**src/hdl/wavhv_pkg.sv**
```systemverilog
// Shared types, constants and the tag lookup for the WAV header checker.
`timescale 1ns / 1ps

package wavhv_pkg;

    localparam int unsigned POS_W = 6;
    localparam logic [POS_W-1:0] HDR_LEN = 6'd44;
    localparam logic [31:0] FMT_PCM_LEN = 32'd16;
    localparam logic [15:0] FMT_PCM = 16'd1;
    localparam logic [32:0] RIFF_OVERHEAD = 33'd36;

    typedef enum logic [3:0] {
        ST_OK       = 4'd0,
        ST_RIFF     = 4'd1,
        ST_WAVE     = 4'd2,
        ST_FMT_TAG  = 4'd3,
        ST_FMT_SIZE = 4'd4,
        ST_FORMAT   = 4'd5,
        ST_CHANNELS = 4'd6,
        ST_BYTERATE = 4'd7,
        ST_BITS     = 4'd8,
        ST_ALIGN    = 4'd9,
        ST_DATA_TAG = 4'd10,
        ST_SHORT    = 4'd11,
        ST_BAD_SIZE = 4'd12,
        ST_TRUNC    = 4'd13
    } status_t;

    typedef struct packed {
        logic       is_tag;
        logic [7:0] expected;
        status_t    code;
    } tag_t;

    // Expected character at each tag position of the canonical header.
    function automatic tag_t tag_lookup(input logic [POS_W-1:0] pos);
        tag_t t;
        t = '{is_tag: 1'b1, expected: 8'd0, code: ST_OK};
        case (pos)
            6'd0:  begin t.expected = 8'd82;  t.code = ST_RIFF; end
            6'd1:  begin t.expected = 8'd73;  t.code = ST_RIFF; end
            6'd2:  begin t.expected = 8'd70;  t.code = ST_RIFF; end
            6'd3:  begin t.expected = 8'd70;  t.code = ST_RIFF; end
            6'd8:  begin t.expected = 8'd87;  t.code = ST_WAVE; end
            6'd9:  begin t.expected = 8'd65;  t.code = ST_WAVE; end
            6'd10: begin t.expected = 8'd86;  t.code = ST_WAVE; end
            6'd11: begin t.expected = 8'd69;  t.code = ST_WAVE; end
            6'd12: begin t.expected = 8'd102; t.code = ST_FMT_TAG; end
            6'd13: begin t.expected = 8'd109; t.code = ST_FMT_TAG; end
            6'd14: begin t.expected = 8'd116; t.code = ST_FMT_TAG; end
            6'd15: begin t.expected = 8'd32;  t.code = ST_FMT_TAG; end
            6'd36: begin t.expected = 8'd100; t.code = ST_DATA_TAG; end
            6'd37: begin t.expected = 8'd97;  t.code = ST_DATA_TAG; end
            6'd38: begin t.expected = 8'd116; t.code = ST_DATA_TAG; end
            6'd39: begin t.expected = 8'd97;  t.code = ST_DATA_TAG; end
            default: t.is_tag = 1'b0;
        endcase
        return t;
    endfunction

endpackage

```
**src/hdl/wav_header_validator_core.sv**
```systemverilog
// Streaming checker for the canonical 44-byte RIFF/WAVE PCM file header.
//
//   channel | ports            | direction | content
//   s_      | valid/ready      | in        | one file byte and its last-byte flag
//   m_      | valid/ready      | out       | status and header fields of one file
//
// A word is taken into an input register and checked once the result register is free or
// being emptied; one word is accepted every cycle while the result register is not stalled.
// A result passes from the input register into the result register before it is valid.
// A stalled result register holds the input register, which then lowers s_ready.
// Reset (aresetn low, synchronous) clears the parser as at the start of a file.
`timescale 1ns / 1ps

module wav_header_validator_core (
    input  logic        aclk,
    input  logic        aresetn,
    input  logic        s_valid,
    output logic        s_ready,
    input  logic [7:0]  s_byte_in,
    input  logic        s_last_byte,
    output logic        m_valid,
    input  logic        m_ready,
    output logic [3:0]  m_status,
    output logic [31:0] m_file_size,
    output logic [15:0] m_channel_count,
    output logic [31:0] m_sample_rate,
    output logic [31:0] m_byte_rate,
    output logic [15:0] m_block_align,
    output logic [15:0] m_sample_bits,
    output logic [31:0] m_data_size,
    output logic [31:0] m_data_count
);

    logic                          in_valid_reg;
    logic [7:0]                    in_byte_reg;
    logic                          in_last_reg;
    logic                          proc_fire;

    logic [wavhv_pkg::POS_W-1:0]   pos_reg, pos_next;
    logic                          stopped_reg;
    logic [31:0]                   riff_reg, riff_next;
    logic [31:0]                   fmt_len_reg, fmt_len_next;
    logic [15:0]                   format_reg, format_next;
    logic [15:0]                   chan_reg, chan_next;
    logic [31:0]                   rate_reg, rate_next;
    logic [31:0]                   bps_reg, bps_next;
    logic [15:0]                   align_reg, align_next;
    logic [15:0]                   bits_reg, bits_next;
    logic [31:0]                   chunk_reg, chunk_next;
    logic [31:0]                   count_reg, count_next;
    logic [39:0]                   prod_lo_reg;
    logic [39:0]                   prod_part;
    logic [47:0]                   prod_full;
    logic [16:0]                   align_want;

    wavhv_pkg::tag_t               tag;
    logic [1:0]                    lane;
    logic                          err;
    wavhv_pkg::status_t            err_code;
    wavhv_pkg::status_t            res_code;
    logic                          emit;

    logic                          out_valid_reg;
    wavhv_pkg::status_t            out_status_reg;
    logic [31:0]                   out_file_size_reg;
    logic [15:0]                   out_chan_reg;
    logic [31:0]                   out_rate_reg;
    logic [31:0]                   out_bps_reg;
    logic [15:0]                   out_align_reg;
    logic [15:0]                   out_bits_reg;
    logic [31:0]                   out_chunk_reg;
    logic [31:0]                   out_count_reg;

    assign proc_fire = in_valid_reg && (!out_valid_reg || m_ready);
    assign s_ready   = !in_valid_reg || proc_fire;

    always_ff @(posedge aclk) begin
        if (!aresetn) begin
            in_valid_reg <= 1'b0;
        end else if (s_valid && s_ready) begin
            in_valid_reg <= 1'b1;
        end else if (proc_fire) begin
            in_valid_reg <= 1'b0;
        end
    end

    always_ff @(posedge aclk) begin
        if (s_valid && s_ready) begin
            in_byte_reg <= s_byte_in;
            in_last_reg <= s_last_byte;
        end
    end

    assign tag       = wavhv_pkg::tag_lookup(pos_reg);
    assign lane      = pos_reg[1:0];
    assign prod_part = {8'd0, rate_reg} * {32'd0, in_byte_reg};
    assign prod_full = {8'd0, prod_lo_reg} + {prod_part, 8'd0};

    always_comb begin
        pos_next     = pos_reg;
        riff_next    = riff_reg;
        fmt_len_next = fmt_len_reg;
        format_next  = format_reg;
        chan_next    = chan_reg;
        rate_next    = rate_reg;
        bps_next     = bps_reg;
        align_next   = align_reg;
        bits_next    = bits_reg;
        chunk_next   = chunk_reg;
        count_next   = count_reg;
        err          = 1'b0;
        err_code     = wavhv_pkg::ST_OK;
        align_want   = '0;

        if (pos_reg < wavhv_pkg::HDR_LEN) begin
            pos_next = pos_reg + 6'd1;
            if (tag.is_tag && in_byte_reg != tag.expected) begin
                err      = 1'b1;
                err_code = tag.code;
            end
            case (pos_reg) inside
                [6'd4:6'd7]:   riff_next[8*lane +: 8]    = in_byte_reg;
                [6'd16:6'd19]: fmt_len_next[8*lane +: 8] = in_byte_reg;
                [6'd20:6'd21]: format_next[8*lane[0] +: 8] = in_byte_reg;
                [6'd22:6'd23]: chan_next[8*lane[0] +: 8]   = in_byte_reg;
                [6'd24:6'd27]: rate_next[8*lane +: 8]    = in_byte_reg;
                [6'd28:6'd31]: bps_next[8*lane +: 8]     = in_byte_reg;
                [6'd32:6'd33]: align_next[8*lane[0] +: 8]  = in_byte_reg;
                [6'd34:6'd35]: bits_next[8*lane[0] +: 8]   = in_byte_reg;
                [6'd40:6'd43]: chunk_next[8*lane +: 8]   = in_byte_reg;
                default: ;
            endcase

            align_want = (bits_next == 16'd16) ? {chan_reg, 1'b0} : {1'b0, chan_reg};
            case (pos_reg)
                6'd19: begin
                    if (fmt_len_next != wavhv_pkg::FMT_PCM_LEN) begin
                        err      = 1'b1;
                        err_code = wavhv_pkg::ST_FMT_SIZE;
                    end
                end
                6'd21: begin
                    if (format_next != wavhv_pkg::FMT_PCM) begin
                        err      = 1'b1;
                        err_code = wavhv_pkg::ST_FORMAT;
                    end
                end
                6'd23: begin
                    if (chan_next != 16'd1 && chan_next != 16'd2) begin
                        err      = 1'b1;
                        err_code = wavhv_pkg::ST_CHANNELS;
                    end
                end
                6'd33: begin
                    if (prod_full != {16'd0, bps_reg}) begin
                        err      = 1'b1;
                        err_code = wavhv_pkg::ST_BYTERATE;
                    end
                end
                6'd35: begin
                    if (bits_next != 16'd8 && bits_next != 16'd16) begin
                        err      = 1'b1;
                        err_code = wavhv_pkg::ST_BITS;
                    end else if ({1'b0, align_reg} != align_want) begin
                        err      = 1'b1;
                        err_code = wavhv_pkg::ST_ALIGN;
                    end
                end
                default: ;
            endcase
        end else if (count_reg != 32'hFFFF_FFFF) begin
            count_next = count_reg + 32'd1;
        end

        if (err) begin
            res_code = err_code;
        end else if (pos_next < wavhv_pkg::HDR_LEN) begin
            res_code = wavhv_pkg::ST_TRUNC;
        end else if (count_next < chunk_next) begin
            res_code = wavhv_pkg::ST_SHORT;
        end else if ({1'b0, count_next} + wavhv_pkg::RIFF_OVERHEAD > {1'b0, riff_next}) begin
            res_code = wavhv_pkg::ST_BAD_SIZE;
        end else begin
            res_code = wavhv_pkg::ST_OK;
        end
    end

    assign emit = proc_fire && !stopped_reg && (err || in_last_reg);

    always_ff @(posedge aclk) begin
        if (!aresetn || (proc_fire && in_last_reg)) begin
            pos_reg     <= '0;
            stopped_reg <= 1'b0;
            riff_reg    <= '0;
            fmt_len_reg <= '0;
            format_reg  <= '0;
            chan_reg    <= '0;
            rate_reg    <= '0;
            bps_reg     <= '0;
            align_reg   <= '0;
            bits_reg    <= '0;
            chunk_reg   <= '0;
            count_reg   <= '0;
        end else if (proc_fire && !stopped_reg) begin
            pos_reg     <= pos_next;
            stopped_reg <= err;
            riff_reg    <= riff_next;
            fmt_len_reg <= fmt_len_next;
            format_reg  <= format_next;
            chan_reg    <= chan_next;
            rate_reg    <= rate_next;
            bps_reg     <= bps_next;
            align_reg   <= align_next;
            bits_reg    <= bits_next;
            chunk_reg   <= chunk_next;
            count_reg   <= count_next;
        end
    end

    // The low-byte partial product is kept so the rate check needs only a 32-by-8-bit multiplier.
    always_ff @(posedge aclk) begin
        if (proc_fire && pos_reg == 6'd32) begin
            prod_lo_reg <= prod_part;
        end
    end

    always_ff @(posedge aclk) begin
        if (!aresetn) begin
            out_valid_reg <= 1'b0;
        end else if (emit) begin
            out_valid_reg <= 1'b1;
        end else if (m_ready) begin
            out_valid_reg <= 1'b0;
        end
    end

    always_ff @(posedge aclk) begin
        if (emit) begin
            out_status_reg    <= res_code;
            out_file_size_reg <= riff_next;
            out_chan_reg      <= chan_next;
            out_rate_reg      <= rate_next;
            out_bps_reg       <= bps_next;
            out_align_reg     <= align_next;
            out_bits_reg      <= bits_next;
            out_chunk_reg     <= chunk_next;
            out_count_reg     <= count_next;
        end
    end

    assign m_valid         = out_valid_reg;
    assign m_status        = out_status_reg;
    assign m_file_size     = out_file_size_reg;
    assign m_channel_count = out_chan_reg;
    assign m_sample_rate   = out_rate_reg;
    assign m_byte_rate     = out_bps_reg;
    assign m_block_align   = out_align_reg;
    assign m_sample_bits   = out_bits_reg;
    assign m_data_size     = out_chunk_reg;
    assign m_data_count    = out_count_reg;

`ifndef SYNTH
    a_pos_range: assert property (@(posedge aclk) disable iff (!aresetn)
        pos_reg <= wavhv_pkg::HDR_LEN)
        else $error("Header position ran past the header length.");

    a_stop_pos: assert property (@(posedge aclk) disable iff (!aresetn)
        stopped_reg |-> pos_reg != '0)
        else $error("Parser stopped without having consumed a header word.");

    a_count_after_hdr: assert property (@(posedge aclk) disable iff (!aresetn)
        count_reg != '0 |-> pos_reg == wavhv_pkg::HDR_LEN)
        else $error("Data words were counted before the header was complete.");

    a_stopped_silent: assert property (@(posedge aclk) disable iff (!aresetn)
        proc_fire && stopped_reg |=> !m_valid)
        else $error("A result was issued for a word following an error.");
`endif

endmodule
```
**config.mk**
```make
export PLATFORM = sky130hd
export DESIGN_NAME = wav_header_validator_core
export DESIGN_NICKNAME = d
export VERILOG_FILES = /design/src/hdl/wavhv_pkg.sv /design/src/hdl/wav_header_validator_core.sv
export SDC_FILE = /design/constraint.sdc
export NUM_CORES = 2
export LEC_CHECK = 0
export ABC_AREA = 0
export BUFFER_PORTS_ARGS = -buffer_cell sky130_fd_sc_hd__clkbuf_2
export CAP_MARGIN = 20
export CELL_PAD_IN_SITES_DETAIL_PLACEMENT = 1
export CELL_PAD_IN_SITES_GLOBAL_PLACEMENT = 2
export CORE_MARGIN = 2
export CORE_UTILIZATION = 40
export CTS_BUF_LIST = sky130_fd_sc_hd__clkbuf_4
export DETAILED_ROUTE_END_ITERATION = 7
export GPL_TIMING_DRIVEN = 0
export PLACE_DENSITY = 0.9
export SYNTH_ARGS = -nofsm -noshare
export SYNTH_HDL_FRONTEND = slang
export SYNTH_SLANG_ARGS = --single-unit
```
**constraint.sdc**
```tcl
create_clock -name aclk -period 28.6 [get_ports aclk]
set_clock_uncertainty 0.15 [all_clocks]
set_input_delay 1.43 -clock aclk [delete_from_list [all_inputs] [get_ports aclk]]
set_output_delay 1.43 -clock aclk [all_outputs]
set_load 0.05 [all_outputs]
```
# Word-level counts from Yosys, hierarchy flattened

Cells that the tools add are included.

Magnitude comparators: 22
Muxes and demuxes: 97
Eq/ne operators: 32
Add/subtract/negate cells: 6
Multipliers: 1
Shift operators: 4
Reduce and logical (&&, ||, !) cells: 33

Operators with widths:

| operator                | number |
|---|---|
| $mux 32                 | 30 |
| $mux 16                 | 28 |
| $bwmux 32               | 5 |
| $pmux 11 s14            | 1 |
| $bwmux 16               | 4 |
| $add 40x48->48          | 1 |
| $eq 6x4->1 const B      | 8 |
| $mux 4                  | 12 |
| $ne 48x32->1            | 1 |
| $eq 6x6->1 const B      | 7 |
| $mul 32x8->40           | 1 |
| $neg 4->34              | 1 |
| $neg 5->34              | 1 |
| $shift 8x34->16 const A | 1 |
| $shift 8x34->32 const A | 1 |
| $shiftx 8x34->16        | 1 |
| $shiftx 8x34->32        | 1 |
| $add 32x6->33 const B   | 1 |
| $gt 33x32->1            | 1 |
| $add 32x1->32 const B   | 1 |
| $lt 32x32->1            | 1 |
| $ne 16x1->1 const B     | 2 |
| $ne 32x32->1 const B    | 1 |
| $ne 32x5->1 const B     | 1 |
| other kinds (30)        | 83 |

Input port bits: 13
Register bits after elaboration: 526

# Depth between registers and ports, before layout

Depth after elaboration: 22
Depth in mapped cells: 37
Depth with buffers taken out: 31

# Worst setup path after synthesis

Ideal clock, no wire load.

Kind: register -> register
Start point: register in_byte_reg[6]
End point: register out_align_reg[0] (netlist: m_block_align[0]), enable pin
Slack: 15.362 ns
Library setup time: 1.664 ns
Required time: 26.786 ns
Stages on the path, launching flop included: 34
Period minus slack after synthesis: 13.238 ns
Arrival time: 11.424 ns
Cell sequence: edfxtp_1 > clkbuf_1 > clkbuf_1 > clkbuf_1 > clkbuf_1 > nand2_1 > fa_1 > fa_1 > inv_1 > fa_1 > inv_1 > fa_1 > inv_1 > ha_1 > a21oi_1 > o211ai_1 > o21ai_0 > o21ai_0 > a21o_1 > a21oi_1 > o21ai_0 > xor2_1 > ha_1 > and4_1 > nor2b_1 > o211ai_1 > nand2_1 > o21ai_0 > a21oi_1 > nor3b_1 > or3b_2 > a31o_1 > o31ai_1 > nand2_1

Elaborated cells between the ends (all ways): 54
Classes of those cells: add/sub: 1; mul: 1; eq/ne: 10; shift: 2; mux: 35; reduce/logical: 5

RTL lines:

| what                     | RTL line                         | source |
|---|---|---|
| start: declaration       | wav_header_validator_core.sv:35  | `logic [7:0] in_byte_reg;` |
| start signal: assignment | wav_header_validator_core.sv:89  | `in_byte_reg <= s_byte_in;` |
| $mul 32x8->40            | wav_header_validator_core.sv:96  | `assign prod_part = {8'd0, rate_reg} * {32'd0, in_byte_reg};` |
| via prod_part[23]        | wav_header_validator_core.sv:52  | `logic [39:0] prod_part;` |
| $add 40x48->48           | wav_header_validator_core.sv:97  | `assign prod_full = {8'd0, prod_lo_reg} + {prod_part, 8'd0};` |
| $ne 48x32->1             | wav_header_validator_core.sv:155 | `if (prod_full != {16'd0, bps_reg}) begin` |
| $mux 1                   | wav_header_validator_core.sv:155 |  |
| $pmux 1 s5               | wav_header_validator_core.sv:135 | `case (pos_reg)` |
| $mux 1                   | wav_header_validator_core.sv:115 | `if (pos_reg < wavhv_pkg::HDR_LEN) begin` |
| $logic_or 1x1->1         | wav_header_validator_core.sv:188 | `assign emit = proc_fire && !stopped_reg && (err \|\| in_last_reg);` |
| $logic_and 1x1->1        | wav_header_validator_core.sv:188 |  |
| via emit                 | wav_header_validator_core.sv:61  | `logic emit;` |
| end signal: assignment   | wav_header_validator_core.sv:244 | `out_align_reg <= align_next;` |
| end: declaration         | wav_header_validator_core.sv:69  | `logic [15:0] out_align_reg;` |

The timed path passes the listed nets, and every way through them passes these cells. The select of a mux whose other input is x is not followed.
A chain may end at the register's enable or synchronous reset.

# Worst setup path after layout

Start point: register in_byte_reg[6]
End point: register out_file_size_reg[7] (netlist: m_file_size[7]), enable pin

Elaborated cells between the ends (all ways): 54
Classes of those cells: add/sub: 1; mul: 1; eq/ne: 10; shift: 2; mux: 35; reduce/logical: 5

RTL lines:

| what                   | RTL line                         | source |
|---|---|---|
| $mul 32x8->40          | wav_header_validator_core.sv:96  |  |
| via prod_part[16]      | wav_header_validator_core.sv:52  |  |
| $add 40x48->48         | wav_header_validator_core.sv:97  |  |
| $ne 48x32->1           | wav_header_validator_core.sv:155 |  |
| $mux 1                 | wav_header_validator_core.sv:155 |  |
| $pmux 1 s5             | wav_header_validator_core.sv:135 |  |
| $mux 1                 | wav_header_validator_core.sv:115 |  |
| $logic_or 1x1->1       | wav_header_validator_core.sv:188 |  |
| $logic_and 1x1->1      | wav_header_validator_core.sv:188 |  |
| via emit               | wav_header_validator_core.sv:61  |  |
| end signal: assignment | wav_header_validator_core.sv:240 | `out_file_size_reg <= riff_next;` |
| end: declaration       | wav_header_validator_core.sv:65  | `logic [31:0] out_file_size_reg;` |

The timed path passes the listed nets, and every way through them passes these cells. The select of a mux whose other input is x is not followed.

==> impl_metrics.ini <==
[critical_path]
rr_endpoint = m_file_size[7]
cpMostUsedCell = clkbuf_1
rrSetupSlack_ps = 14890
end_kind = flip-flop
critPathKind = flip-flop to flip-flop
worstReg2RegStart = in_byte_reg[6]
crit_fanout = 72
slowest_delay_ps = 1050
start_kind = flip-flop
cp.required_ps = 29160
reg2regPathDepth = 33
critPathArrivalTime_ps = 14270
endpoint = m_file_size[7]
crit_slowest_cell = o31ai_1
crit_start = in_byte_reg[6]

[grt]
grt_usage_pct = 29.90
first_global_vias = 33070
antenna_found_initial = 14
overflow = 0
busiest_layer = met2
use_met2_pct = 50.19
grt_pass1_wl_mm = 204.2
met1_usage_pct = 37.46
grtUsageMet3_pct = 6.118
grt_max_degree = 73

[finish]
largest_reg_flops = 40
seq_area_sq_mm = 0.01314
nNetsFinal = 4674
num-fill-cells = 10300
drive_gt1_share_pct = 13.24
multi_input_area_sq_mm = 0.01999
syn_to_final_growth_pct = 13.68

[detailed_routing]
drc = 0
vias = 31580
drt_iter0_drc = 2197
final_antenna_net_count = 0
wl_per_cell_microns = 24.07
dr.pass1.iters = 5
wl_mm = 134.9
vias_per_cell = 5.635

[synthesis]
synth_nets = 4289
syn_inst = 3932
synth_seq_cells = 526
synth_edf_count = 261
synth_area_per_cell_sq_um = 8.945
syn_area_sq_mm = 0.03517
synth-async-reset-ratio_pct = 0
ys_types = 91
yosys_warnings = 0
yosysTopAreaCell = edfxtp_1
synthTopCellsByCount = 517 x nand2_1, 374 x nor2_1, 306 x inv_1
synth_seq_area_share_pct = 37.37
synth_top_area_share_pct = 22.28
yosysMostFrequentCell = nand2_1
synth.area.top_cells = edfxtp_1 22%, dfxtp_1 15%, fa_1 10%
synth-main-ff-cell = dfxtp_1

[sta]
final_max_slew_viol_count = 0
tightestPinTransition_ps = 1208
setup_violations = 0
final.period_utilization_pct = 47.95
maxClockFrequency_mhz = 72.91
rsz0062_at_grt = no
slew_headroom_pct = 18.81
fin_tns_setup_ps = 0
fin_crit_ps = 13710
whs_ps = 310.7
hold_viol = 0

[outcome]
status = complete, no violations

[placement]
dpl.hpwl_mm = 102.3
place.gp.congestion = 0.9576
port_buffers = 226

[floorplan]
fp.dieArea_sq_mm = 0.09032
die_w_microns = 300.5
row_count = 108
start_util_pct = 40.48
io_pins = 227
dieHeight_microns = 300.5
coreArea_sq_mm = 0.08689

[clock_tree]
clk_latency_ps = 1090
clkTransAtPathRegs_ps = 60
cts_tree = built
clkSinkCount = 526
h-tree-depth = 4
cts_buffers = 151
root_buffer = clkbuf_4
ctsHoldBuffers = 0
cts_resized = 0
postCtsSetupBuffers = 0
clockBufferDepth = 3

[power]
power_leakage_nw = 16.81
power.density_mw_per_mm2 = 47.89
ir_worst_vdd_v = 0.00003605

[min_path]
min_path_type = flip-flop to flip-flop

[job]
cap_violations = 0
power breakdown:
part	total [W]	internal (W)	switching (W)	leakage [nW]
sequential	0.000854	0.000834	0.0000197	4.72
clock	0.000767	0.000403	0.000364	1.21
combinational	0.000294	0.0000580	0.000236	10.9
through the flow:
step                      instance area (sq um)  util, %  setup WS (ps)  instances  total power [W]
after global routing                      39970    46.01          14670       5600         0.001987
after global placement                    37750    43.45           9433       5313         0.001162
after floorplan                           35170        -          15360       3932         0.001061
final                                     39980    46.02          14890       5604         0.001915
after CTS                                 39950    45.98          15280       5596         0.001930
after detailed placement                  37890    43.61          15310       5318         0.001160
worst max-delay path: cells and delay by family, from the launching register on:
family | cells | cell delay (ps)
AO/OA/AOI/OAI | 8 | 3890
adder cells (fa/ha/maj) | 6 | 2800
AND/OR/NAND/NOR | 8 | 2230
XOR/XNOR | 1 | 230
buffers and inverters | 10 | 3620
flip-flops | 1 | 320
layer usage:
layer | up-vias | wire (microns)
met2 | 1061 | 64540
met1 | 15840 | 55980
met5 | - | 46
met3 | 300 | 8675
li1 | 14370 | -
met4 | 8 | 5615
cell families (layout without fill, tap and decap cells):
family	Yosys count	after routing	share of synthesized area, %
and+or+nand+nor	1464	1464	19.63
AOI/OAI and AO/OA	811	811	14.27
buffers and inverters	531	1041	5.813
DFF	526	526	37.37
adders and majority gates	344	344	16.10
xor gates and xnor gates	191	191	4.756
muxes	65	65	2.060
other	0	7	0
worst min path at each step:
stage                         startpoint              to  slack [ps]  cells after the start
after floorplan            format_reg[7]   format_reg[7]         290                      2
after global placement     format_reg[5]   format_reg[5]         290                      2
after detailed placement   format_reg[5]   format_reg[5]         300                      2
after CTS                   s_byte_in[5]  in_byte_reg[5]         310                      1
after global routing      fmt_len_reg[7]  fmt_len_reg[7]         330                      2
final                      format_reg[5]   format_reg[5]         310                      2
final cells by class:
class	instances	share of cell area, %
antenna	7	0.04381
buffer	224	2.234
clock buffer	234	4.394
clock inverter	44	0.7636
inverter	307	2.882
multi-input combinational	2875	50.01
sequential	526	32.87
tap	1155	3.614
timing repair buffer	232	3.192
cell usage in the layout, fill, tap and decap left out, types with 9 or more instances in the layout:
cell / instances
buf_1: 29
dfxtp_1: 265
o31ai_1: 10
or3_1: 29
and3_1: 12
xor2_1: 88
mux2i_1: 17
buf_2: 20
inv_1: 306
fa_1: 181
a21o_1: 43
clkbuf_1: 168
a41oi_1: 9
edfxtp_1: 261
o211ai_1: 24
ha_1: 163
a31oi_1: 23
and2_1: 207
nand4_1: 60
a21oi_1: 300
or4_1: 10
nand2_1: 516
clkbuf_4: 234
o21a_1: 14
clkbuf_2: 227
nor2b_1: 14
a211oi_1: 91
xnor2_1: 103
nor2_1: 374
nor3_1: 86
mux2_2: 45
o21ai_0: 181
clkinv_1: 27
nand3_1: 64
nand2b_1: 16
nor4_1: 27
(Power assumes the default switching activity.)
